===== config.mk =====
export PLATFORM = sky130hd
export DESIGN_NAME = pscl_regs
export DESIGN_NICKNAME = d
export VERILOG_FILES = /design/src/rtl/core/pscl_pkg.sv /design/src/rtl/core/pscl_regs.sv
export SDC_FILE = /design/constraint.sdc
export NUM_CORES = 1
export LEC_CHECK = 0
export BUFFER_PORTS_ARGS = -buffer_cell sky130_fd_sc_hd__clkbuf_2
export CORE_MARGIN = 4
export CORE_UTILIZATION = 40
export CTS_CLUSTER_DIAMETER = 200
export DETAILED_ROUTE_END_ITERATION = 16
export GPL_ROUTABILITY_DRIVEN = 0
export PLACE_DENSITY = 0.85
export SLEW_MARGIN = 20
export SYNTH_ARGS = -nofsm -noshare
export SYNTH_HDL_FRONTEND = slang
export SYNTH_SLANG_ARGS = --single-unit

===== constraint.sdc =====
create_clock -name clk -period 3.1 [get_ports clk]
set_clock_uncertainty 0.2 [all_clocks]
set_input_delay 0.31 -clock clk [delete_from_list [all_inputs] [get_ports clk]]
set_output_delay 0.31 -clock clk [all_outputs]
set_load 0.02 [all_outputs]

===== src/rtl/core/pscl_pkg.sv =====
// ---------------------------------------------------------------------------
// pscl_pkg
// Types and constants shared by the connection limiter modules.
// ---------------------------------------------------------------------------
`default_nettype none

package pscl_pkg;

  localparam int unsigned ADDR_W  = 32;
  localparam int unsigned COUNT_W = 16;
  localparam int unsigned DATA_W  = 32;
  localparam int unsigned PADDR_W = 3;

  localparam logic [COUNT_W-1:0] MAX_RESET = 16'd16;

  // Register index as decoded from the word address bit of paddr.
  localparam logic REG_MAX_PER_SOURCE = 1'b0;

  typedef enum logic {
    OP_OPEN  = 1'b0,
    OP_CLOSE = 1'b1
  } opcode_t;

  typedef enum logic [1:0] {
    ST_OK        = 2'd0,
    ST_LIMIT     = 2'd1,
    ST_NO_FREE   = 2'd2,
    ST_NOT_FOUND = 2'd3
  } status_t;

  typedef enum logic [1:0] {
    S_CLEAR,
    S_IDLE,
    S_INDEX,
    S_LOOKUP
  } state_t;

  typedef struct packed {
    logic               vld;
    logic [ADDR_W-1:0]  addr;
    logic [COUNT_W-1:0] count;
  } entry_t;

  localparam int unsigned ENTRY_W = $bits(entry_t);

  typedef struct packed {
    status_t            status;
    logic [COUNT_W-1:0] count_after;
  } result_t;

endpackage

`default_nettype wire


===== src/rtl/core/pscl_regs.sv =====
// ---------------------------------------------------------------------------
// pscl_regs
// APB register bank holding the per-source connection maximum.
// ---------------------------------------------------------------------------
`default_nettype none

module pscl_regs import pscl_pkg::*; (
  input  logic               clk,
  input  logic               rst,
  input  logic               psel,
  input  logic               penable,
  input  logic               pwrite,
  input  logic [PADDR_W-1:0] paddr,
  input  logic [DATA_W-1:0]  pwdata,
  output logic [DATA_W-1:0]  prdata,
  output logic               pready,
  output logic [COUNT_W-1:0] max_per_source
);

  logic reg_idx;

  // Registers are word spaced; the word bit selects the register.
  assign reg_idx = paddr[PADDR_W-1];
  assign pready  = 1'b1;

  always_ff @(posedge clk) begin
    if (rst) begin
      max_per_source <= MAX_RESET;
    end else if (psel && penable && pwrite && (reg_idx == REG_MAX_PER_SOURCE)) begin
      max_per_source <= pwdata[COUNT_W-1:0];
    end
  end

  always_comb begin
    prdata = '0;
    unique case (reg_idx)
      REG_MAX_PER_SOURCE: prdata = DATA_W'(max_per_source);
      default:            prdata = '0;
    endcase
  end

endmodule

`default_nettype wire


== Word level (Yosys, flattened, before mapping) ==
Index checks and enable logic that the tools add are counted.
Widths: inputs -> output; s select.

* $add $sub $neg: 0
* Multipliers: 0
* Divide/modulo/power cells: 0
* Magnitude comparators: 0
* Eq/ne operators: 0
* Shifts and indexed selects: 0
* Mux-type cells: 1
* Bitwise logic cells: 1
* Reduce and logical (&&, ||, !) cells: 3

{| class="wikitable"
|+ Operator list
! operator !! number
|-
| $mux 16 || 1
|-
| $logic_and 1x1->1 || 3
|-
| $not 1->1 || 1
|}

* Register bits: 16
* Bits in latches: 0
* Memory bits (writable): 0
* Bits in read-only memories: 0
* Input port bits: 40
* Logic and storage cells: 6
* Memories: 0

== Logic depth before layout (Yosys ltp) ==
* Depth in word-level cells: 3
* Gate-level depth with buffers: 4
* Depth with buffers taken out: 2

== Worst setup path after synthesis ==
OpenSTA, ideal clock, no wires.

* Path kind: in2out
* From: in paddr[2]
* To: out prdata[10]
* Arrival time: 823 ps
* Required time: 2590 ps
* Setup slack: 1767 ps
* Stages on the path: 2
* Buffers on the path: 1
* Path through: clkbuf_1 nor2b_1

* Word-level cells in the longest chain between the ends: 1

{| class="wikitable"
|+ RTL lines
! element !! line !! RTL
|-
| start: declaration || pscl_regs.sv:13 || <nowiki>input logic [PADDR_W-1:0] paddr,</nowiki>
|-
| $mux 16 || pscl_regs.sv:36 || <nowiki>unique case (reg_idx)</nowiki>
|-
| end: declaration || pscl_regs.sv:15 || <nowiki>output logic [DATA_W-1:0] prdata,</nowiki>
|}

No other way between the ends.

== Worst setup path after layout ==
* From: in paddr[2]
* To: reg max_per_source[7]

* Word-level cells in the longest chain between the ends: 2

{| class="wikitable"
|+ RTL lines
! element !! line !! RTL
|-
| $not 1->1 || n/a ||
|-
| $logic_and 1x1->1 || pscl_regs.sv:29 || <nowiki>end else if (psel && penable && pwrite && (reg_idx == REG_MAX_PER_SOURCE)) begin</nowiki>
|-
| end signal: assignment || pscl_regs.sv:30 || <nowiki>max_per_source <= pwdata[COUNT_W-1:0];</nowiki>
|-
| end: declaration || pscl_regs.sv:17 || <nowiki>output logic [COUNT_W-1:0] max_per_source</nowiki>
|}

No other way between the ends.
A chain may end at the register's enable or synchronous reset.

==> run metrics <==
pre-CTS setup slack=0.974 ns; combinational cell fraction of total power=0.197; CTS resizes=0; max frequency=0.563 GHz; GRT Total Usage=0.136; HP Class=input pin to register; Die Height=57.6 um; Die ar.=0.00331 mm^2; Critical Path RT=3.10 ns; 1st-pass router iterations=3; M1 GR Usage=0.141; sw power=0.113 mW; CTS buffer count=3; global-route wire length before repair=~3.5 mm; layout cells sized above 1=0.403; crit path capture type=register; Leak Pwr=0.592 nW; Core Region=0.00228 mm^2; share of Yosys cell area claimed by the top area cell type=0.326; Die Span X=57.6 um; cell with the most instances after synthesis=nand2b_1; M2 GR Usage=0.258; dpl cells=between 150 and 200; initial antenna violation count=0; Synth Register Bits=16; DR WL/cell=~12 um; Tightest Pin Transition=between 0.9 and 1 ns; Synth area leaders=dfxtp_1, nand2b_1, mux2i_1; Worst slew margin=0.368; global route overflow=0; setup bufs post-CTS=0; DP HPWL=1.68 mm; Initial Utilization=0.432; Most used DFF post-synth=dfxtp_1; IO buf count=53; sequential element share of the synthesized area=0.326; Layout fillers=215; dominant cell type by area after synthesis=dfxtp_1; largest net degree at the start of global routing=33; wire length after detailed routing=2.14 mm; CP arrival=1.78 ns; number of synthesized flops with an enable pin=0; I/O pin count=89; Synth Instances=106; post-layout instance area=0.00119 mm^2; fin crit period=1.77 ns; GR Util met3=0.0317; clk_lat worst skew=~0.27 ns; clock sink count=16; final setup vio count=0; CTS tree=done; cts-stage hold buffer count=0; critical-path cell list=clkbuf_2 > and4b_1 > mux2i_1; Final Max Slew Viols=0; Fin. Hold Viols=0; Post-Place Cell Area=around 0.0012 mm^2; worst vdd rail ir drop=0.215 mV; status=completed; Non-Filler Instances=between 150 and 200; Slowest cell on crit path=and4b_1; crit share post-route=0.572; Initial DRC Count=17; RSZ-0062 raised after global routing=false; final setup TNS=0 ns; Max stage delay on crit path=between 0.9 and 1 ns; max reg flops=16; ANT cells=0; Post-synth ARST share=0; CTS Root Cell=clkbuf_4; final core occ=0.522; routed vias=793; P&R area growth vs syn=20.9%; Flop pwr share=0.537; DRC Markers=0; Regs by FF count=max_per_source (16); Avg Cell Area, Syn=roughly 9.3 um^2; max-cap viol count=0; WS Path Type=input pin to register; Reg with most FFs=max_per_source; Syn Std Cell Area=982 um^2; Pwr Density=between 300 and 400 mW/mm^2; yosys warns=0; clock network power share=0.267; Std-Cell Rows=17; Worst-path clk slew=0.09 ns; Yosys cell types=12; number of global-route vias before repair=832; final-stage net count=196; DRT antenna net count=0; H-tree depth=1; startpoint class of the critical path=input pin; critical path peak fanout=17; sw frac=0.285; Synth top cells by count=nand2b_1, buf_4, dfxtp_1, mux2i_1, nor2b_1; most used routing layer in global routing=met2; worst setup margin=around 1.3 ns; clock buffer depth=2; Avg Vias per Cell=4.36; internal power=0.284 mW
## cells in the final DEF (no fill, tap or decap)
cell / Yosys / final
nor2_1: 2 / 2
nand2b_1: 30 / 30
conb_1: 2 / 17
dfxtp_1: 16 / 16
and2b_2: 6 / 6
clkbuf_4: 0 / 3
and4b_1: 1 / 1
clkbuf_2: 0 / 53
nor2b_1: 10 / 10
mux2i_1: 16 / 16
## power groups by stage
| stage | clock network (mW) | logic [mW] | registers, mW |
|---|---|---|---|
| 6_report | 0.106 | 0.0782 | 0.213 |
| 2_1_floorplan | 0 | 0.0662 | 0.223 |
| 4_1_cts | 0.113 | 0.0784 | 0.213 |
| 3_3_place_gp | 0 | 0.0761 | 0.217 |
| 5_1_grt | 0.120 | 0.0852 | 0.214 |
| 3_5_place_dp | 0 | 0.0783 | 0.218 |
## routing by layer
layer  wire length, um  vias to the layer above
li1                  -                      394
met1               796                      356
met2              1130                       41
met3               200                        2
met4                10                        0
met5                 0                        -
## through the flow
step	hold WS (ns)	power, mW
CTS	0.0557	0.405
global route	0.0613	0.419
detailed placement	0.282	0.296
finish	0.0662	0.397
floorplan	0.265	0.289
global placement	0.268	0.294
## worst max-delay path: cells and delay by family
family	cells	cell delay, ns
and+or+nand+nor	1	0.96
muxes	1	0.27
buffers and inverters	1	0.24
## cells by family (layout without fill, tap and decap cells)
kind of cell / after synthesis / in the layout / synth area share
simple gates: 49 / 49 / 0.326
buf+inv: 23 / 56 / 0.177
mux: 16 / 16 / 0.163
flops: 16 / 16 / 0.326
other cells: 2 / 17 / 0.00765
## worst paths after layout
path                                   start                               to  slack (ns)  cells past startpoint
max                                 paddr[2]   max_per_source[7]$_SDFFE_PP0P_        1.33                      3
min                                pwdata[1]   max_per_source[1]$_SDFFE_PP0P_        0.07                      3
max reg2reg   max_per_source[4]$_SDFFE_PP1P_   max_per_source[4]$_SDFFE_PP1P_        2.26                      2
min reg2reg  max_per_source[14]$_SDFFE_PP0P_  max_per_source[14]$_SDFFE_PP0P_        0.29                      2
## cell type report
| cell class | count | area [um^2] | share of cell area |
|---|---|---|---|
| multi-input combinational | 82 | 544 | 0.458 |
| sequential | 16 | 320 | 0.270 |
| timing repair buffer | 53 | 265 | 0.223 |
| tap | 28 | 35.0 | 0.0295 |
| clock buffer | 3 | 22.5 | 0.0190 |
Note: power is estimated with default switching activity, not from simulation.
