`config.mk`:
```
export PLATFORM = sky130hd
export DESIGN_NAME = pscl_update
export DESIGN_NICKNAME = d
export VERILOG_FILES = /design/src/rtl/core/pscl_pkg.sv /design/src/rtl/core/pscl_update.sv
export SDC_FILE = /design/constraint.sdc
export NUM_CORES = 1
export LEC_CHECK = 0
export ABC_AREA = 1
export BUFFER_PORTS_ARGS = -buffer_cell sky130_fd_sc_hd__buf_4
export CORE_AREA = 2 2 181 183
export DETAILED_ROUTE_END_ITERATION = 10
export DIE_AREA = 0 0 183 185
export SLEW_MARGIN = 10
export SYNTH_ARGS = -nofsm -noshare
export SYNTH_HDL_FRONTEND = slang
export SYNTH_SLANG_ARGS = --single-unit
```
`constraint.sdc`:
```
create_clock -name vclk -period 7.3
set_clock_uncertainty 0.2 [all_clocks]
set_input_delay 0.73 -clock vclk [all_inputs]
set_output_delay 0.73 -clock vclk [all_outputs]
set_load 0.02 [all_outputs]
```
`src/rtl/core/pscl_pkg.sv`:
```
// ---------------------------------------------------------------------------
// pscl_pkg
// Types and constants shared by the connection limiter modules.
// ---------------------------------------------------------------------------
`default_nettype none

package pscl_pkg;

  localparam int unsigned ADDR_W  = 32;
  localparam int unsigned COUNT_W = 16;
  localparam int unsigned DATA_W  = 32;
  localparam int unsigned PADDR_W = 3;

  localparam logic [COUNT_W-1:0] MAX_RESET = 16'd16;

  // Register index as decoded from the word address bit of paddr.
  localparam logic REG_MAX_PER_SOURCE = 1'b0;

  typedef enum logic {
    OP_OPEN  = 1'b0,
    OP_CLOSE = 1'b1
  } opcode_t;

  typedef enum logic [1:0] {
    ST_OK        = 2'd0,
    ST_LIMIT     = 2'd1,
    ST_NO_FREE   = 2'd2,
    ST_NOT_FOUND = 2'd3
  } status_t;

  typedef enum logic [1:0] {
    S_CLEAR,
    S_IDLE,
    S_INDEX,
    S_LOOKUP
  } state_t;

  typedef struct packed {
    logic               vld;
    logic [ADDR_W-1:0]  addr;
    logic [COUNT_W-1:0] count;
  } entry_t;

  localparam int unsigned ENTRY_W = $bits(entry_t);

  typedef struct packed {
    status_t            status;
    logic [COUNT_W-1:0] count_after;
  } result_t;

endpackage

`default_nettype wire

```
`src/rtl/core/pscl_update.sv`:
```
// ---------------------------------------------------------------------------
// pscl_update
// Way match, free-way search and count update for one set row.
// ---------------------------------------------------------------------------
`default_nettype none

module pscl_update import pscl_pkg::*; #(
  parameter int unsigned WAYS = 4
) (
  input  opcode_t             opcode,
  input  logic [ADDR_W-1:0]   source_addr,
  input  logic [COUNT_W-1:0]  max_per_source,
  input  entry_t [WAYS-1:0]   row,
  output entry_t [WAYS-1:0]   row_next,
  output result_t             result
);

  localparam int unsigned WAY_W = (WAYS > 1) ? $clog2(WAYS) : 1;

  logic               hit;
  logic [WAY_W-1:0]   hit_way;
  logic               free;
  logic [WAY_W-1:0]   free_way;
  entry_t             hit_e;
  logic [COUNT_W:0]   inc;

  // Scanning downward leaves the lowest matching and lowest free way.
  always_comb begin
    hit      = 1'b0;
    hit_way  = '0;
    free     = 1'b0;
    free_way = '0;
    for (int w = WAYS - 1; w >= 0; w--) begin
      if (row[w].vld) begin
        if (row[w].addr == source_addr) begin
          hit     = 1'b1;
          hit_way = WAY_W'(w);
        end
      end else begin
        free     = 1'b1;
        free_way = WAY_W'(w);
      end
    end
  end

  assign hit_e = row[hit_way];
  assign inc   = {1'b0, hit_e.count} + (COUNT_W+1)'(1);

  always_comb begin
    row_next           = row;
    result.status      = ST_OK;
    result.count_after = '0;
    unique case (opcode)
      OP_OPEN: begin
        if (hit) begin
          if (inc > {1'b0, max_per_source}) begin
            result.status      = ST_LIMIT;
            result.count_after = hit_e.count;
          end else begin
            row_next[hit_way].count = inc[COUNT_W-1:0];
            result.count_after      = inc[COUNT_W-1:0];
          end
        end else if (free) begin
          row_next[free_way].vld   = 1'b1;
          row_next[free_way].addr  = source_addr;
          row_next[free_way].count = COUNT_W'(1);
          result.count_after       = COUNT_W'(1);
        end else begin
          result.status = ST_NO_FREE;
        end
      end
      OP_CLOSE: begin
        if (hit) begin
          if (hit_e.count <= COUNT_W'(1)) begin
            row_next[hit_way].vld   = 1'b0;
            row_next[hit_way].count = '0;
          end else begin
            row_next[hit_way].count = hit_e.count - COUNT_W'(1);
            result.count_after      = hit_e.count - COUNT_W'(1);
          end
        end else begin
          result.status = ST_NOT_FOUND;
        end
      end
      default: begin
        result.status = ST_OK;
      end
    endcase
  end

endmodule

`default_nettype wire

```
# ---- Yosys cells after proc, flatten, opt, wreduce, memory -nomap -nowiden
# Cells that the tools add are included.
dict set report op_classes {
  n_addsub 2
  magnitude_cmp 6
  eq_ne 4
  n_mux 58
  bitwise 1
  reduce_logical 2
}
# cell count
set ops {}
lappend ops {{bitwise mux 196 bit} 7}
lappend ops {{2-to-1 mux 196 bit} 5}
lappend ops {{demux 49 bit (select 2 bit)} 5}
lappend ops {{one-hot mux 196 bit (2 select lines)} 1}
lappend ops {{== test 32 bit} 4}
lappend ops {{binary-select mux 49 bit (select 2 bit)} 1}
lappend ops {{2-to-1 mux 49 bit} 2}
lappend ops {{2-to-1 mux 16 bit} 6}
lappend ops {{2-to-1 mux 48 bit} 1}
lappend ops {{one-hot mux 18 bit (2 select lines)} 1}
lappend ops {{2-to-1 mux 2 bit} 14}
lappend ops {{2-to-1 mux 18 bit} 1}
lappend ops {{adder 16 x 1 -> 17 bit (second input constant)} 1}
lappend ops {{greater-than comparator 17 x 16 -> 1 bit} 1}
lappend ops {{<= comparator 16 x 1 -> 1 bit (second input constant)} 1}
lappend ops {{subtractor 16 x 1 -> 16 bit (second input constant)} 1}
lappend ops {{2-to-1 mux 1 bit} 14}
lappend ops {{less-than comparator 2 x 3 -> 1 bit (second input constant)} 2}
lappend ops {{>= comparator 2 x 1 -> 1 bit (second input constant)} 2}
lappend ops {{logical AND 1 bit} 2}
lappend ops {{NOT 1 bit} 1}
dict set report totals {
  register_bits 0
  inputBits 245
  out_inout_bits 214
  wordCells 73
}

# ---- Longest topological paths before layout
dict set report depth {
  ltp_word 18
  mapped_depth 40
  depth_no_buf 39
}

# ---- Least setup slack after synthesis
# Ideal clock, no wire load.
dict set report synth_path {
  path_kind {input-to-output}
  startpoint {input source_addr[24]}
  endpoint {output result[13] (netlist name)}
  t_arrival_ns 5.359
  required_time_ns 6.370
  setup_slack_ns 1.011
  cell_stages 33
  path_buffers 3
  cell_sequence {buf_2 -> xnor2_1 -> nand2_1 -> nor2_1 -> nand2_1 -> nor2_4 -> nand3_4 -> nand2_2 -> nor2_2 -> buf_6 -> nand3_1 -> nand3_2 -> nor2_4 -> ha_1 -> inv_1 -> nor2_1 -> nand2_1 -> nor2_4 -> nand3_1 -> nand2_1 -> nand2_1 -> ha_1 -> nand2_1 -> nor4_1 -> nand2_1 -> o21ai_0 -> inv_1 -> nor2_4 -> buf_6 -> nand2_1 -> nand2_1 -> nand2_1 -> nor2_1}
}
# element line_no
set synth_rtl {}
lappend synth_rtl {{from (decl)} pscl_update.sv:11} ;# input logic [ADDR_W-1:0] source_addr,
lappend synth_rtl {{to (decl)} pscl_update.sv:15} ;# output result_t result

==> out/qor.yml <==
vias: 17050
io_pins: 459
dp_cells: 2989
die_w_microns: 183
layout.nets: 2848
hold_viol: 0
synth_area_sq_um: 9916
grt_pass1_vias: 15550
critPathMaxStageDelay_ns: 0.35
syn_to_final_growth_pct: 42.01
synth_cells: 2129
synth.distinct_cells: 42
synthTopCellsByArea: "nand2_1, inv_1, o21ai_0"
remaining_drc_errors: 0
firstDrtPassIters: 8
synth.most_common_cell: "nand2_1"
core_sq_um: 32040
outcome: "finished, final reports clean"
avgSynthCellArea_sq_um: 4.657
gp_congestion: 1.128
fin_area_sq_um: 14080
gr-total-overflow: 0
required_ns: 6.37
ff_latch_area_sq_um: 0
n_clock_buffer: 0
yosys_warnings: 0
crit_path_end: "row_next[59]"
grt_first_pass_wirelength_microns: 108000
die_y_microns: 185
relSlewSlack_pct: 42.45
start_kind: "input pin"
cpMostUsedCell: "nand2_1"
synthTopCellsByCount: "nand2_1, inv_1, nor2_1"
routedWlPerCell_microns: 25.97
via_per_inst: 5.698
path_class: "input pin to output pin"
initial_core_util_pct: 30.95
holdWs_ns: 1.599
wirelength_microns: 77730
holdCritPathClass: "input pin to output pin"
finalCritPeriodShare_pct: 97.10
antenna_found_initial: 2
fin_crit_ns: 7.088
cp_max_fo: 21
setup_violations: 0
rows: 66
fmax_mhz: 141.1
cp-end-kind: "output pin"
cp_slowest_cell: "ha_1"
fp.dieArea_sq_um: 33860
max-cap-violations: 0
postRouteAntennaNets: 0
synth_top_area_share_pct: 30.06
dp_hpwl_microns: 65440
seq_area_frac_synth_pct: 0
multi_input_area_sq_um: 8414
yosysTopAreaCell: "nand2_1"
drv_slew: 0
port_buffers: 459
cp-startpoint: "source_addr[27]"
placed_area_sq_um: 14010
rsz0062_at_grt: "true"
worstPathArrival_ns: 6.16
grt_use_total_pct: 43.82
first_iter_violations: 2760
fillers: 3713
seq_cells: 0
synth_nets: 2393
drive_gt1_share_pct: 26.37
grt_start_max_net_pins: 65
tightestPinTransition_ns: 0.8601
fin_cells: 2993
## how the worst min path moves through the flow
stage	start	to	cells past startpoint
2_1_floorplan	row[10]	row_next[10]	2
3_3_place_gp	row[163]	row_next[163]	4
3_5_place_dp	row[181]	row_next[181]	4
4_1_cts	row[118]	row_next[118]	4
5_1_grt	row[180]	row_next[180]	4
6_report	row[181]	row_next[181]	4
## critical path: cells and delay by family
kind | cells | cell delay (ns)
AND/OR/NAND/NOR | 19 | 2.88
buffers and inverters | 8 | 1.53
AO/OA/AOI/OAI | 4 | 0.64
adder cells (fa/ha/maj) | 1 | 0.35
## cells in the final DEF, fill, tap and decap left out, types with 19 or more instances in the layout
cell type and count:
a21oi_1 115, buf_4 529, ha_1 19, inv_1 252, inv_2 48, nand2_1 790, nand3_1 141, nand3_2 19
nand4_1 48, nor2_1 195, nor2_2 21, nor3_1 30, o21ai_0 168, o21ai_1 45, xnor2_1 33
## per-stage QoR
stage / worst slack, ns / util (%) / TNS [ns]
2_1_floorplan: 1.011 / - / 0
3_3_place_gp: 0.2602 / 43.74 / 0
3_5_place_dp: 0.2896 / 43.74 / 0
4_1_cts: 0.2613 / 43.74 / 0
5_1_grt: -0.02005 / 43.93 / -0.02005
6_report: 0.2118 / 43.95 / 0
## layer usage
layer	GRT usage (%)	share of wire (%)	up-vias
li1	-	-	7692
met1	61.52	42	7893
met2	64.62	41	1282
met3	12.11	14	182
met4	13.09	3.6	4
met5	0	0.059	-
## final cells by class
cell class | instances | share of cell area [%]
Multi-Input combinational cell | 1745 | 59.76
Timing Repair Buffer | 530 | 28.35
Inverter | 307 | 8.219
Tap cell | 408 | 3.625
Antenna cell | 3 | 0.05331
## kinds of logic after synthesis
kind of cell,synth area share (%)
and+or+nand+nor,58.50
adders and majority gates,2.397
AOI/OAI and AO/OA,19.34
xor gates and xnor gates,4.051
buffers and inverters,15.71
## what timing repair did
action | in CTS | in global routing
setup endpoints to repair | 0 | 81
setup buffers | 0 | 1
resized for setup | 0 | 13
endpoints found under the hold margin | 0 | 0
hold buffers | 0 | 0
